`src/hw/rtl/ppa_pkg.sv`:
```
`default_nettype none

package ppa_pkg;

  localparam int RECORD_COUNT_DEF = 256;

  localparam int OPCODE_W    = 2;
  localparam int ADDR_W      = 32;
  localparam int COUNT_W     = 32;
  localparam int PAGE_ADDR_W = 30;
  localparam int REUSE_W     = 32;
  localparam int PN_W        = 18;
  localparam int NEXT_W      = 31;
  localparam int PAGES_W     = 19;
  localparam int REGION_W    = 30;
  localparam int PAGE_SHIFT  = 12;
  localparam int CFG_IDX_W   = 1;
  localparam int CFG_DATA_W  = 32;

  localparam logic [PAGES_W-1:0] TOP_PAGE_NUM = 19'h40000;
  localparam logic [PAGES_W-1:0] MIN_PAGES    = 19'd32;

  typedef enum logic [OPCODE_W-1:0] {
    OP_ALLOC  = 2'd0,
    OP_CONTIG = 2'd1,
    OP_FREE   = 2'd2,
    OP_INIT   = 2'd3
  } op_t;

  typedef enum logic [CFG_IDX_W-1:0] {
    REG_REGION_START = 1'b0,
    REG_REGION_PAGES = 1'b1
  } reg_idx_t;

  typedef struct packed {
    logic latch;
    logic init_apply;
    logic contig_apply;
    logic pop;
    logic scan_start;
    logic key_stack;
    logic scan_run;
    logic clr_run;
    logic apply;
    logic miss;
    logic fail;
    logic out_load;
  } dp_cmd_t;

  typedef struct packed {
    op_t  op;
    logic stack_empty;
    logic alloc_ready;
    logic free_addr_ok;
    logic hit;
    logic miss_end;
    logic clr_last;
  } dp_sts_t;

endpackage

`default_nettype wire

```
`src/hw/rtl/ppa_ctrl.sv`:
```
`default_nettype none

module ppa_ctrl (
  input  wire logic             clk,
  input  wire logic             rst_n,
  input  wire logic             in_valid,
  output logic                  in_ready,
  output logic                  out_valid,
  input  wire logic             out_ready,
  input  wire ppa_pkg::dp_sts_t sts,
  output ppa_pkg::dp_cmd_t      cmd
);
  import ppa_pkg::*;

  typedef enum logic [6:0] {
    S_WIPE = 7'b0000001,
    S_IDLE = 7'b0000010,
    S_EXEC = 7'b0000100,
    S_POPW = 7'b0001000,
    S_SCAN = 7'b0010000,
    S_CLR  = 7'b0100000,
    S_RESP = 7'b1000000
  } state_t;

  state_t state_r, state_nxt;
  logic   out_valid_r, out_valid_nxt;

  assign in_ready  = (state_r == S_IDLE);
  assign out_valid = out_valid_r;

  always_comb begin
    cmd       = '0;
    state_nxt = state_r;
    unique case (state_r)
      S_WIPE: begin
        cmd.clr_run = 1'b1;
        if (sts.clr_last) begin
          state_nxt = S_IDLE;
        end
      end
      S_IDLE: begin
        if (in_valid) begin
          cmd.latch = 1'b1;
          state_nxt = S_EXEC;
        end
      end
      S_EXEC: begin
        unique case (sts.op)
          OP_INIT: begin
            cmd.init_apply = 1'b1;
            cmd.scan_start = 1'b1;
            state_nxt      = S_CLR;
          end
          OP_CONTIG: begin
            cmd.contig_apply = 1'b1;
            state_nxt        = S_RESP;
          end
          OP_FREE: begin
            if (sts.free_addr_ok) begin
              cmd.scan_start = 1'b1;
              state_nxt      = S_SCAN;
            end else begin
              cmd.fail  = 1'b1;
              state_nxt = S_RESP;
            end
          end
          OP_ALLOC: begin
            priority if (!sts.stack_empty) begin
              cmd.pop   = 1'b1;
              state_nxt = S_POPW;
            end else if (sts.alloc_ready) begin
              cmd.scan_start = 1'b1;
              state_nxt      = S_SCAN;
            end else begin
              cmd.fail  = 1'b1;
              state_nxt = S_RESP;
            end
          end
          default: begin
            cmd.fail  = 1'b1;
            state_nxt = S_RESP;
          end
        endcase
      end
      S_POPW: begin
        cmd.scan_start = 1'b1;
        cmd.key_stack  = 1'b1;
        state_nxt      = S_SCAN;
      end
      S_SCAN: begin
        cmd.scan_run = !sts.hit;
        if (sts.hit) begin
          cmd.apply = 1'b1;
          state_nxt = S_RESP;
        end else if (sts.miss_end) begin
          cmd.miss  = 1'b1;
          state_nxt = S_RESP;
        end
      end
      S_CLR: begin
        cmd.clr_run = 1'b1;
        if (sts.clr_last) begin
          state_nxt = S_RESP;
        end
      end
      S_RESP: begin
        if (!out_valid_r || out_ready) begin
          cmd.out_load = 1'b1;
          state_nxt    = S_IDLE;
        end
      end
      default: begin
        state_nxt = S_WIPE;
      end
    endcase
  end

  always_comb begin
    out_valid_nxt = out_valid_r;
    priority if (cmd.out_load) begin
      out_valid_nxt = 1'b1;
    end else if (out_ready) begin
      out_valid_nxt = 1'b0;
    end else begin
      out_valid_nxt = out_valid_r;
    end
  end

  always_ff @(posedge clk) begin
    if (!rst_n) begin
      state_r     <= S_WIPE;
      out_valid_r <= 1'b0;
    end else begin
      state_r     <= state_nxt;
      out_valid_r <= out_valid_nxt;
    end
  end

endmodule

`default_nettype wire

```
`config.mk`:
```
export PLATFORM = sky130hd
export DESIGN_NAME = ppa_ctrl
export DESIGN_NICKNAME = d
export VERILOG_FILES = /design/src/hw/rtl/ppa_pkg.sv /design/src/hw/rtl/ppa_ctrl.sv
export SDC_FILE = /design/constraint.sdc
export NUM_CORES = 1
export LEC_CHECK = 0
export BUFFER_PORTS_ARGS = -buffer_cell sky130_fd_sc_hd__buf_2
export CAP_MARGIN = 20
export CORE_UTILIZATION = 45
export DETAILED_ROUTE_END_ITERATION = 10
export PLACE_DENSITY = 0.74
export SETUP_SLACK_MARGIN = 0.15
export SLEW_MARGIN = 20
export SYNTH_ARGS = -nofsm -noshare
export SYNTH_HDL_FRONTEND = slang
export SYNTH_SLANG_ARGS = --single-unit
```
`constraint.sdc`:
```
create_clock -name clk -period 2.9 [get_ports clk]
set_input_delay 0.145 -clock clk [delete_from_list [all_inputs] [get_ports clk]]
set_output_delay 0.145 -clock clk [all_outputs]
set_load 0.05 [all_outputs]
```
# Yosys cells after proc, flatten, opt, wreduce, memory -nomap -nowiden
# Index checks and enable logic that the tools add are counted.
[totals]
inputBits = 12
latchBits = 0
n_memories = 0
ff_bits = 8
ramBits = 0
output_inout_bits = 14
romBits = 0
wordCells = 63
[classes]
addsub = 0
div = 0
muxes = 39
n_mul = 0
reduce_logical = 7
n_lt_le_gt_ge = 0
n_shift = 0
n_eq_ne = 15
bitwise = 0
[ops]
columns = ["op", "n"]
rows = [
  ["2-to-1 mux 7 bit", 9],
  ["one-hot mux 7 bit (7 select lines)", 1],
  ["one-hot mux 7 bit (4 select lines)", 1],
  ["2-to-1 mux 1 bit", 23],
  ["!= test 2 bit (second input constant)", 4],
  ["== test 7 x 1 -> 1 bit (second input constant)", 1],
  ["== test 7 x 2 -> 1 bit (second input constant)", 1],
  ["== test 7 x 3 -> 1 bit (second input constant)", 1],
  ["== test 7 x 4 -> 1 bit (second input constant)", 1],
  ["== test 7 x 5 -> 1 bit (second input constant)", 1],
  ["== test 7 x 6 -> 1 bit (second input constant)", 1],
  ["== test 7 bit (second input constant)", 1],
  ["AND reduction 5 bit", 1],
  ["== test 2 bit (second input constant)", 2],
  ["one-hot mux 1 bit (2 select lines)", 2],
  ["2-to-1 mux 3 bit", 1],
  ["!= test 3 bit (second input constant)", 1],
  ["one-hot mux 1 bit (3 select lines)", 1],
  ["== test 2 x 1 -> 1 bit (second input constant)", 1],
  ["logical NOT 1 bit", 2],
  ["logical NOT 2 bit", 1],
  ["2-to-1 mux 2 bit", 1],
  ["nonzero test 2 bit", 1],
  ["OR reduction 2 bit", 1],
  ["logical OR 1 bit", 1],
]

# Depth between registers and ports, before layout
# Gate-level depths: netlist of run 1.
[depth]
word_depth = 5
mapped_depth = 6
depth_no_buf = 5

# Worst setup path before layout of run 1
# OpenSTA, ideal clock, no wires.
[synth_path]
path_type = "register to register"
start = "reg state_r[1]"
end = "reg state_r[3]"
arrival_ns = 2.773
setup_slack_ns = 0.058
path_stages_with_launch = 5
n_path_buf = 0
synth_period_minus_slack_ns = 2.842
setup_time_ns = 0.069
t_required_ns = 2.831
path_cell_list = "dfxtp_1 > nor4_1 > nand3_1 > nor4_1 > and4_1"
[synth_between]
elab_chain_len = 3
word_cells_on_any_way = 14
cone_classes = "12 x eq/ne; 1 x mux; 1 x reduce/logical"
[synth_lines]
columns = ["element", "line_no", "rtl"]
rows = [
  ["start: declaration", "ppa_ctrl.sv:25", "state_t state_r, state_nxt;"],
  ["start signal: assignment", "ppa_ctrl.sv:134", "state_r <= state_nxt;"],
  ["== test 7 x 5 -> 1 bit (tied with other cells)", "ppa_ctrl.sv:34", "unique case (state_r)"],
  ["!= test 3 bit (no source line) or != test 2 bit (tied branches)", "-", ""],
  ["AND reduction 5 bit (no source line)", "-", ""],
]
# Several ways; a longest one is shown, not always the timed one.
# A chain may end at the register's enable or synchronous reset.

==> impl_metrics.csv, run 1 <==
group,metric,value,unit
outcome,outcome,"complete, no violations",
critical_path,slowest_delay,520,ps
cts,clkTransAtPathRegs,50,ps
sta,grt_setup_unrepaired,"false",
floorplanning,die_w,40.10,microns
cts,hold_buffers,0,
final_layout,layout-drive-gt1-share,31.53,%
critical_path,reg2reg_depth,4,
place,dp_hpwl,1.190,mm
floorplanning,fp.dieH,40.10,microns
critical_path,cp_max_fo,7,
sta,skew,3.735,ps
cts,cts_tree,"done",
power_and_ir_drop,max-vdd-ir-drop,0.3180,mV
min_path,hold_start,"in_valid",
synth,async_reset_ff_share,0,%
final_layout,final_cell_mix,"buf_2, nor2_1, dfxtp_1",
synth,synth_top_area_share,24.52,%
synth,synth_area,653.1,sq um
detailed_routing,drtIter0Drc,17,
sta,fin_ws,691.8,ps
detailed_routing,wl_per_cell,11.93,microns
synth,syn_area_per_cell,7.422,sq um
min_path,hold-path-endpoint,"state_r[2]$_SDFFE_PN0P_",
detailed_routing,vias,714,
cts,post_cts_buffers,0,
detailed_routing,dr.pass1.iters,4,
critical_path,cp_top_family,"simple AND/OR/NAND/NOR gates",
sta,hold_viol,0,
final_layout,antenna_cells,0,
sta,hold_ws,161.5,ps
critical_path,cp_num_buf_inv,1,
synth,yosys.area.top_type,"dfxtp_1",
final_layout,nets,125,
global_route,grt_pass1_vias,563,
cts,insertion_delay,250,ps
critical_path,worstSetupEndpointType,"output port",
critical_path,worstSetupPathType,"flop to output port",
critical_path,start_kind,"flop",
detailed_routing,wl,1.503,mm
synth,netlist_instances,88,
final_layout,area_growth,22.61,%
detailed_routing,drc,0,
global_route,grt.total_usage,22.15,%
power_and_ir_drop,p_leak,0.3639,nW
sta,finalSetupTns,0,ps
critical_path,path_cells,"or3_4 > or4b_4 > nor2_1 > and2_1 > buf_2",
global_route,grt_pass1_wl,2.318,mm
floorplanning,design.core.area,1318,sq um
sta,setup_viol,0,
final_layout,fillers,135,
floorplanning,die-area,1608,sq um
global_route,antenna_found_initial,0,
synth,synth_flop_cell,"dfxtp_1",
place,io_buffers,25,
cts,ctsRootBufferMaster,"clkbuf_4",
sta,fin_crit_sh,76.14,%
final_layout,mostFrequentLayoutCell,"buf_2",
synth,yosys_warnings,0,
sta,fin_crit,2208,ps
detailed_routing,antenna_left,0,
run,maxCapViolations,0,
synth,synth_edf_count,0,
power_and_ir_drop,p_per_area,452.6,nW/um^2
critical_path,r2r_start,"state_r[1]$_SDFFE_PN0P_",
place,place_inst,123,
global_route,grt_max_degree,13,
sta,tightest_slew,464.4,ps
final_layout,layout.cells.non_filler,126,
synth,syn-num-nets,100,
sta,report.final.slew_viol_count,0,
critical_path,reg2reg_slack,1050,ps
min_path,worstHoldPathType,"input pin to flop",
cts,cts_max_path_buffers,2,
synth,synth_cell_type_count,38,
cts,htreeDepth,1,
critical_path,cpMaxStageDelayCell,"or4b_4",
sta,slew_headroom,68.78,%
critical_path,r2r_end,"state_r[3]$_SDFFE_PN0P_",
global_route,grt-ovfl-total,0,
cts,cts_buffers,3,
floorplanning,rows,13,
detailed_routing,vias_per_cell,5.667,
place,place_congestion,0.8849,
min_path,whs_path_depth,3,
critical_path,crit_arrival,2060,ps
place,dp_slack,959.7,ps
cts,cts_resized,0,
sta,max_freq,452.9,MHz
floorplanning,io-pin-count,26,
cts,clock-sinks,8,
critical_path,critical_path_required,2760,ps
synth,synth-seq-cells,8,
synth,yosys-top-cells-area,"dfxtp_1, nor2_1, nor2b_1",
floorplanning,start_util,49.57,%
synth,yosysSeqAreaShare,24.52,%
worst reg2reg max path, stage by stage, from the launching register on:
cell and delay, ps:
dfxtp_1 370, or3_4 430, or4b_4 520, o32a_2 230
and4_1 190
power breakdown:
part | switching, mW | total [mW] | internal, mW
clock | 0.0360 | 0.0833 | 0.0472
sequential | 0.0178 | 0.136 | 0.118
combinational | 0.0864 | 0.143 | 0.0568
total | 0.140 | 0.362 | 0.222
layout make-up:
cell class | count | area [sq um] | share of cell area, %
Sequential cell | 8 | 160.2 | 20.00
Timing Repair Buffer | 25 | 125.1 | 15.63
Clock buffer | 3 | 22.52 | 2.812
Multi-Input combinational cell | 71 | 459.2 | 57.34
Inverter | 4 | 15.01 | 1.875
Tap cell | 15 | 18.77 | 2.344
metrics by stage:
stage / power [mW] / instance area [sq um] / utilization [%]
detailed placement: 0.2819 / 778.2 / 59.07
global route: 0.3884 / 800.8 / 60.78
CTS: 0.3651 / 800.8 / 60.78
global placement: 0.2783 / 778.2 / 59.07
finish: 0.3625 / 800.8 / 60.78
floorplan: 0.2491 / 659.4 / -
state kept, by name, indices dropped and copies added, names as in the netlist:
register,cells
state_r,7
out_valid,1
layer usage:
metal,routed length [microns],track usage (%)
met3,80,8.333
met1,684,28.76
met4,13,5.172
met2,723,34.27
met5,0,0
cells by family (layout without fill, tap and decap cells):
| kind of cell | count (synthesis) | after routing | synth area share, % |
|---|---|---|---|
| compound gates | 19 | 19 | 19.92 |
| mux | 2 | 2 | 3.065 |
| simple gates | 48 | 48 | 43.68 |
| xor+xnor | 2 | 2 | 2.682 |
| buf+inv | 9 | 32 | 6.131 |
| flops | 8 | 8 | 24.52 |
synthesized netlist by cell type, types with 2 or more instances:
| library cell | count |
|---|---|
| and3_1 | 2 |
| dfxtp_1 | 8 |
| nand3b_1 | 2 |
| nor4_1 | 2 |
| nor2_1 | 13 |
| o21a_1 | 2 |
| buf_2 | 2 |
| inv_1 | 4 |
| nor2b_1 | 5 |
| nor3_1 | 2 |
| a21oi_1 | 5 |
| nand2b_1 | 3 |
| clkbuf_1 | 2 |
| nand3_1 | 3 |
| o31ai_1 | 2 |
| nand2_1 | 4 |
| a2111oi_0 | 2 |
| o21ai_0 | 2 |
| mux2i_1 | 2 |
| nor3b_1 | 3 |
worst max-delay path by stage:
stage,start,cells after the start,end
after floorplan,state_r[1]$_SDFFE_PN0P_,4,cmd[2]
after global placement,state_r[1]$_SDFFE_PN0P_,5,cmd[2]
after detailed placement,state_r[1]$_SDFFE_PN0P_,5,cmd[2]
after CTS,state_r[1]$_SDFFE_PN0P_,5,cmd[2]
after global routing,state_r[1]$_SDFFE_PN0P_,5,cmd[2]
final,state_r[1]$_SDFFE_PN0P_,5,cmd[2]
Note: power is estimated with default switching activity, not from simulation.
==> run 2, diff against run 1 <==
==> constraint.sdc (replaced) <==
create_clock -name clk -period 2.05 [get_ports clk]
set_input_delay 0.1025 -clock clk [delete_from_list [all_inputs] [get_ports clk]]
set_output_delay 0.1025 -clock clk [all_outputs]
set_load 0.05 [all_outputs]
==> run 2 against run 1 <==
Against the previous run:
- setup slack lost 660 ps
- design area grew 20%
- via count grew 5.9%
- clock power grew 49%
- largest cell class unchanged
- highest routed layer is now met3
==> impl_metrics.csv, run 2 (same netlist as run 1, synthesis figures left out) <==
group,metric,value,unit
outcome,outcome,"complete, no violations",
place,dp_hpwl,1.232,mm
final_layout,nets,133,
sta,max_freq,495.9,MHz
critical_path,critical_path_required,1950,ps
critical_path,path_cells,"or3_4 > or4b_4 > nor2_4 > and2_4 > buf_8",
power_and_ir_drop,p_per_area,593.4,nW/um^2
critical_path,cp_num_buf_inv,1,
sta,skew,2.646,ps
floorplanning,rows,13,
critical_path,cp_top_family,"simple AND/OR/NAND/NOR gates",
sta,hold_viol,0,
sta,tightest_slew,447.7,ps
final_layout,largest_reg_flops,7,
cts,cts_buffers,3,
final_layout,top_register,"state_r",
cts,clkTransAtPathRegs,50,ps
detailed_routing,dr.pass1.iters,4,
sta,grt_setup_unrepaired,"true",
sta,slew_headroom,69.90,%
floorplanning,start_util,49.57,%
power_and_ir_drop,p_leak,0.4086,nW
final_layout,final_cell_mix,"buf_2, nor2_1, buf_4",
place,place_inst,125,
global_route,antenna_found_initial,0,
floorplanning,die-area,1608,sq um
detailed_routing,drc,0,
detailed_routing,wl_per_cell,13.37,microns
final_layout,area_growth,47.13,%
detailed_routing,drtIter0Drc,17,
global_route,grt-ovfl-total,0,
final_layout,layout.cells.non_filler,134,
critical_path,worstSetupPathType,"flop to output port",
detailed_routing,vias_per_cell,5.642,
sta,finalSetupTns,0,ps
power_and_ir_drop,finalPower,570.2,uW
sta,fin_crit,2016,ps
sta,setup_viol,0,
cts,insertion_delay,260,ps
final_layout,mostFrequentLayoutCell,"buf_2",
sta,report.final.slew_viol_count,0,
critical_path,cp_max_fo,4,
critical_path,start_kind,"flop",
critical_path,crit_arrival,1910,ps
detailed_routing,vias,756,
final_layout,layout-drive-gt1-share,45.38,%
critical_path,cpMaxStageDelayCell,"or4b_4",
global_route,grt_pass1_wl,2.539,mm
cts,clock-sinks,8,
cts,htreeDepth,1,
global_route,grt.total_usage,24.45,%
cts,ctsRootBufferMaster,"clkbuf_4",
cts,cts_max_path_buffers,2,
min_path,worstHoldPathType,"input pin to flop",
floorplanning,design.core.area,1318,sq um
place,place_congestion,0.8402,
floorplanning,die_w,40.10,microns
critical_path,worstSetupEndpointType,"output port",
global_route,grt_pass1_vias,629,
detailed_routing,antenna_left,0,
floorplanning,io-pin-count,26,
critical_path,slowest_delay,540,ps
final_layout,antenna_cells,0,
critical_path,reg2reg_slack,100,ps
cts,cts_tree,"done",
power_and_ir_drop,max-vdd-ir-drop,0.5735,mV
detailed_routing,wl,1.791,mm
global_route,grt_max_degree,11,
run,maxCapViolations,0,
floorplanning,fp.dieH,40.10,microns
place,io_buffers,25,
sta,fin_crit_sh,98.36,%
[run 2: changes by cell type in the layout (fill, tap and decap cells not counted), moves of 2 or more]
cell and change:
buf_4 +8, buf_2 -3, dfxtp_1 -3, buf_8 +2, dfxtp_4 +2, nor2_1 -2
[run 2: metal layers]
layer | vias to the layer above | track usage, % | part of all wire (%)
met5 | - | 0 | 0
met2 | 21 | 43.55 | 54
li1 | 386 | - | -
met4 | 0 | 4.310 | 0
met3 | 0 | 10.56 | 4.4
met1 | 349 | 26.73 | 41
[run 2: final cells by class]
class / count / area [sq um]
multi-input cells: 71 / 520.5
fillers: 116 / 356.6
repair buffers: 33 / 211.5
flip-flops and latches: 8 / 168.9
clock buffers: 3 / 22.52
inverters: 4 / 18.77
well taps: 15 / 18.77
[run 2: final timing paths]
kind                                         startpoint                      end  cells after the start
worst min register to register  state_r[0]$_SDFFE_PN1P_  state_r[0]$_SDFFE_PN1P_                      1
worst max-delay path            state_r[1]$_SDFFE_PN0P_                   cmd[2]                      5
worst min-delay path                              rst_n  state_r[2]$_SDFFE_PN0P_                      3
worst max register to register  state_r[1]$_SDFFE_PN0P_  state_r[3]$_SDFFE_PN0P_                      5
[run 2: timing repair]
item / in CTS / in global routing
cloned: 0 / 0
pin swaps: 4 / 0
buffers inserted: 5 / 1
endpoints found under the setup margin: 6 / 13
hold buffers: 0 / 0
gates resized for setup: 7 / 8
[run 2: power by group]
group / internal [mW] / switching, mW / total, mW
Clock: 0.0672 / 0.0565 / 0.124
Combinational: 0.105 / 0.151 / 0.257
Sequential: 0.170 / 0.0202 / 0.190
Total: 0.342 / 0.228 / 0.570
[run 2: through the flow]
stage / hold WS [ps] / util (%) / cell area, sq um / worst slack, ps
2_1_floorplan: 230.7 / - / 703.2 / 30.92
3_3_place_gp: 389.5 / 63.53 / 837.1 / 151.8
3_5_place_dp: 394.8 / 63.53 / 837.1 / 124.7
4_1_cts: 138.8 / 69.71 / 918.4 / 50.00
5_1_grt: 137.8 / 72.93 / 960.9 / -28.71
6_report: 137.6 / 72.93 / 960.9 / 33.62
[run 2: worst reg2reg max path: cells and delay by family, from the launching register on]
family | cells | cell delay (ps)
AOI/OAI and AO/OA | 1 | 210
buffers and inverters | 1 | 170
DFF | 1 | 340
and+or+nand+nor | 3 | 1130
==> run 3, diff against run 2 <==
==> constraint.sdc (replaced) <==
create_clock -name clk -period 1.9 [get_ports clk]
set_input_delay 0.095 -clock clk [delete_from_list [all_inputs] [get_ports clk]]
set_output_delay 0.095 -clock clk [all_outputs]
set_load 0.05 [all_outputs]
==> run 3 against run 2 <==
Against the previous run:
- the run now ends with setup timing left
- largest cell class unchanged
- power up 19%
- sequential cell count did not move
- largest power group unchanged
- via count is 19% higher
- setup slack lost 180 ps
- sequential power is 11% higher
- routed wire length rose by 48%
==> impl_metrics.csv, run 3 (same netlist as run 1, synthesis figures left out) <==
group,metric,value,unit
power_and_ir_drop,swShare,41.65,%
critical_path,cpMaxStageDelayCell,"or4b_4",
power_and_ir_drop,p_sw,282.4,uW
outcome,outcome,"finished with violations",
critical_path,start_kind,"flop",
critical_path,critPathLaunch,"state_r[1]$_SDFFE_PN0P_",
floorplanning,die_w,40.10,microns
final_layout,mostFrequentLayoutCell,"buf_2",
final_layout,final_cell_mix,"buf_2, buf_4, nor2_1",
sta,finalSetupTns,-400.9,ps
final_layout,layout-drive-gt1-share,54.33,%
cts,ctsRootBufferMaster,"clkbuf_4",
critical_path,reg2reg_depth,7,
critical_path,crit_arrival,1950,ps
min_path,whs_path_depth,2,
sta,setup_viol,7,
power_and_ir_drop,seqPwrFrac,30.9,%
final_layout,largest_reg_flops,7,
sta,tightest_slew,547.3,ps
detailed_routing,vias_per_cell,6.324,
critical_path,critPathCapture,"cmd[2]",
critical_path,r2r_start,"state_r[1]$_SDFFE_PN0P_",
detailed_routing,antenna_left,0,
run,maxCapViolations,0,
global_route,grt_pass1_wl,3.160,mm
sta,fin_crit,2047,ps
cts,htreeDepth,1,
final_layout,post-route-util,85.19,%
critical_path,reg2reg_slack,-50,ps
floorplanning,start_util,49.57,%
power_and_ir_drop,max-vdd-ir-drop,0.4465,mV
power_and_ir_drop,finalPower,678.0,uW
final_layout,area_growth,71.84,%
floorplanning,fp.dieH,40.10,microns
final_layout,nets,141,
final_layout,top_register,"state_r",
cts,cts_max_path_buffers,2,
global_route,grt_pass1_vias,729,
sta,hold_viol,0,
floorplanning,die-area,1608,sq um
detailed_routing,wl,2.653,mm
cts,clkTransAtPathRegs,60,ps
critical_path,critical_path_required,1800,ps
power_and_ir_drop,p_per_area,604.1,nW/um^2
sta,skew,9.947,ps
cts,clock-sinks,8,
floorplanning,rows,13,
critical_path,cp_top_family,"simple AND/OR/NAND/NOR gates",
detailed_routing,vias,898,
critical_path,slowest_delay,550,ps
min_path,worstHoldPathType,"input pin to flop",
place,dp_hpwl,1.335,mm
detailed_routing,drtIter0Drc,32,
critical_path,cp_num_buf_inv,1,
critical_path,path_cells,"or3_4 > or4b_4 > nor2_4 > and2_4 > buf_8",
power_and_ir_drop,clockPowerShare,20.1,%
global_route,grt.total_usage,29.91,%
sta,fin_crit_sh,107.7,%
cts,cts_buffers,3,
cts,insertion_delay,260,ps
detailed_routing,drc,0,
global_route,grt-ovfl-total,0,
place,place_congestion,0.8288,
critical_path,worstSetupEndpointType,"output port",
critical_path,worstSetupPathType,"flop to output port",
floorplanning,io-pin-count,26,
power_and_ir_drop,p_int,395.6,uW
detailed_routing,wl_per_cell,18.68,microns
global_route,grt_max_degree,11,
sta,hold_ws,132.2,ps
global_route,antenna_found_initial,0,
final_layout,antenna_cells,0,
sta,max_freq,488.6,MHz
sta,grt_setup_unrepaired,"true",
critical_path,r2r_end,"state_r[5]$_SDFFE_PN0P_",
sta,report.final.slew_viol_count,0,
detailed_routing,dr.pass1.iters,4,
power_and_ir_drop,p_leak,0.4621,nW
place,dp_slack,18.95,ps
cts,cts_tree,"done",
power_and_ir_drop,p_comb_share,48.9,%
critical_path,cp_max_fo,4,
floorplanning,design.core.area,1318,sq um
critical_path,crit_cells,5,
outcome,violations,"setup timing",
sta,fin_ws,-146.6,ps
sta,slew_headroom,62.57,%
place,io_buffers,25,
## run 3: power by group through the flow
stage | combinational, mW | sequential [mW] | clock [mW]
after floorplan | 0.194 | 0.195 | 0
after global placement | 0.242 | 0.203 | 0
after global routing | 0.348 | 0.210 | 0.145
final | 0.332 | 0.210 | 0.137
after CTS | 0.302 | 0.205 | 0.138
after detailed placement | 0.248 | 0.206 | 0
## run 3: how the worst min path moves through the flow
stage	startpoint	to	slack (ps)
floorplan	rst_n	state_r[5]$_SDFFE_PN0P_	220
global placement	rst_n	state_r[5]$_SDFFE_PN0P_	370
detailed placement	rst_n	state_r[5]$_SDFFE_PN0P_	380
CTS	rst_n	out_valid$_SDFFE_PN0P_	110
global route	rst_n	out_valid$_SDFFE_PN0P_	140
finish	rst_n	out_valid$_SDFFE_PN0P_	130
## run 3: layout make-up
type	count	area [sq um]
clock buffers	3	22.52
well taps	15	18.77
flip-flops and latches	8	163.9
fillers	82	195.2
multi-input cells	71	574.3
repair buffers	41	324.1
inverters	4	18.77
## run 3: repair_timing
action | CTS | global route
hold buffers | 0 | 0
setup endpoints to repair | 15 | 20
gates resized for setup | 30 | 12
cloned | 0 | 0
pin swaps | 10 | 8
setup buffers | 7 | 4
## run 3: per-layer routing
layer | vias up | wire length (microns) | global-route usage, %
li1 | 399 | - | -
met1 | 436 | 1020 | 33.22
met2 | 55 | 1416 | 55.65
met3 | 8 | 149 | 8.889
met4 | 0 | 66 | 5.172
met5 | - | 0 | 0
## run 3: through the flow
step / cell area [sq um] / cells
floorplan: 689.4 / 88
global placement: 845.8 / 128
detailed placement: 845.8 / 128
CTS: 1054 / 138
global route: 1122 / 142
finish: 1122 / 142
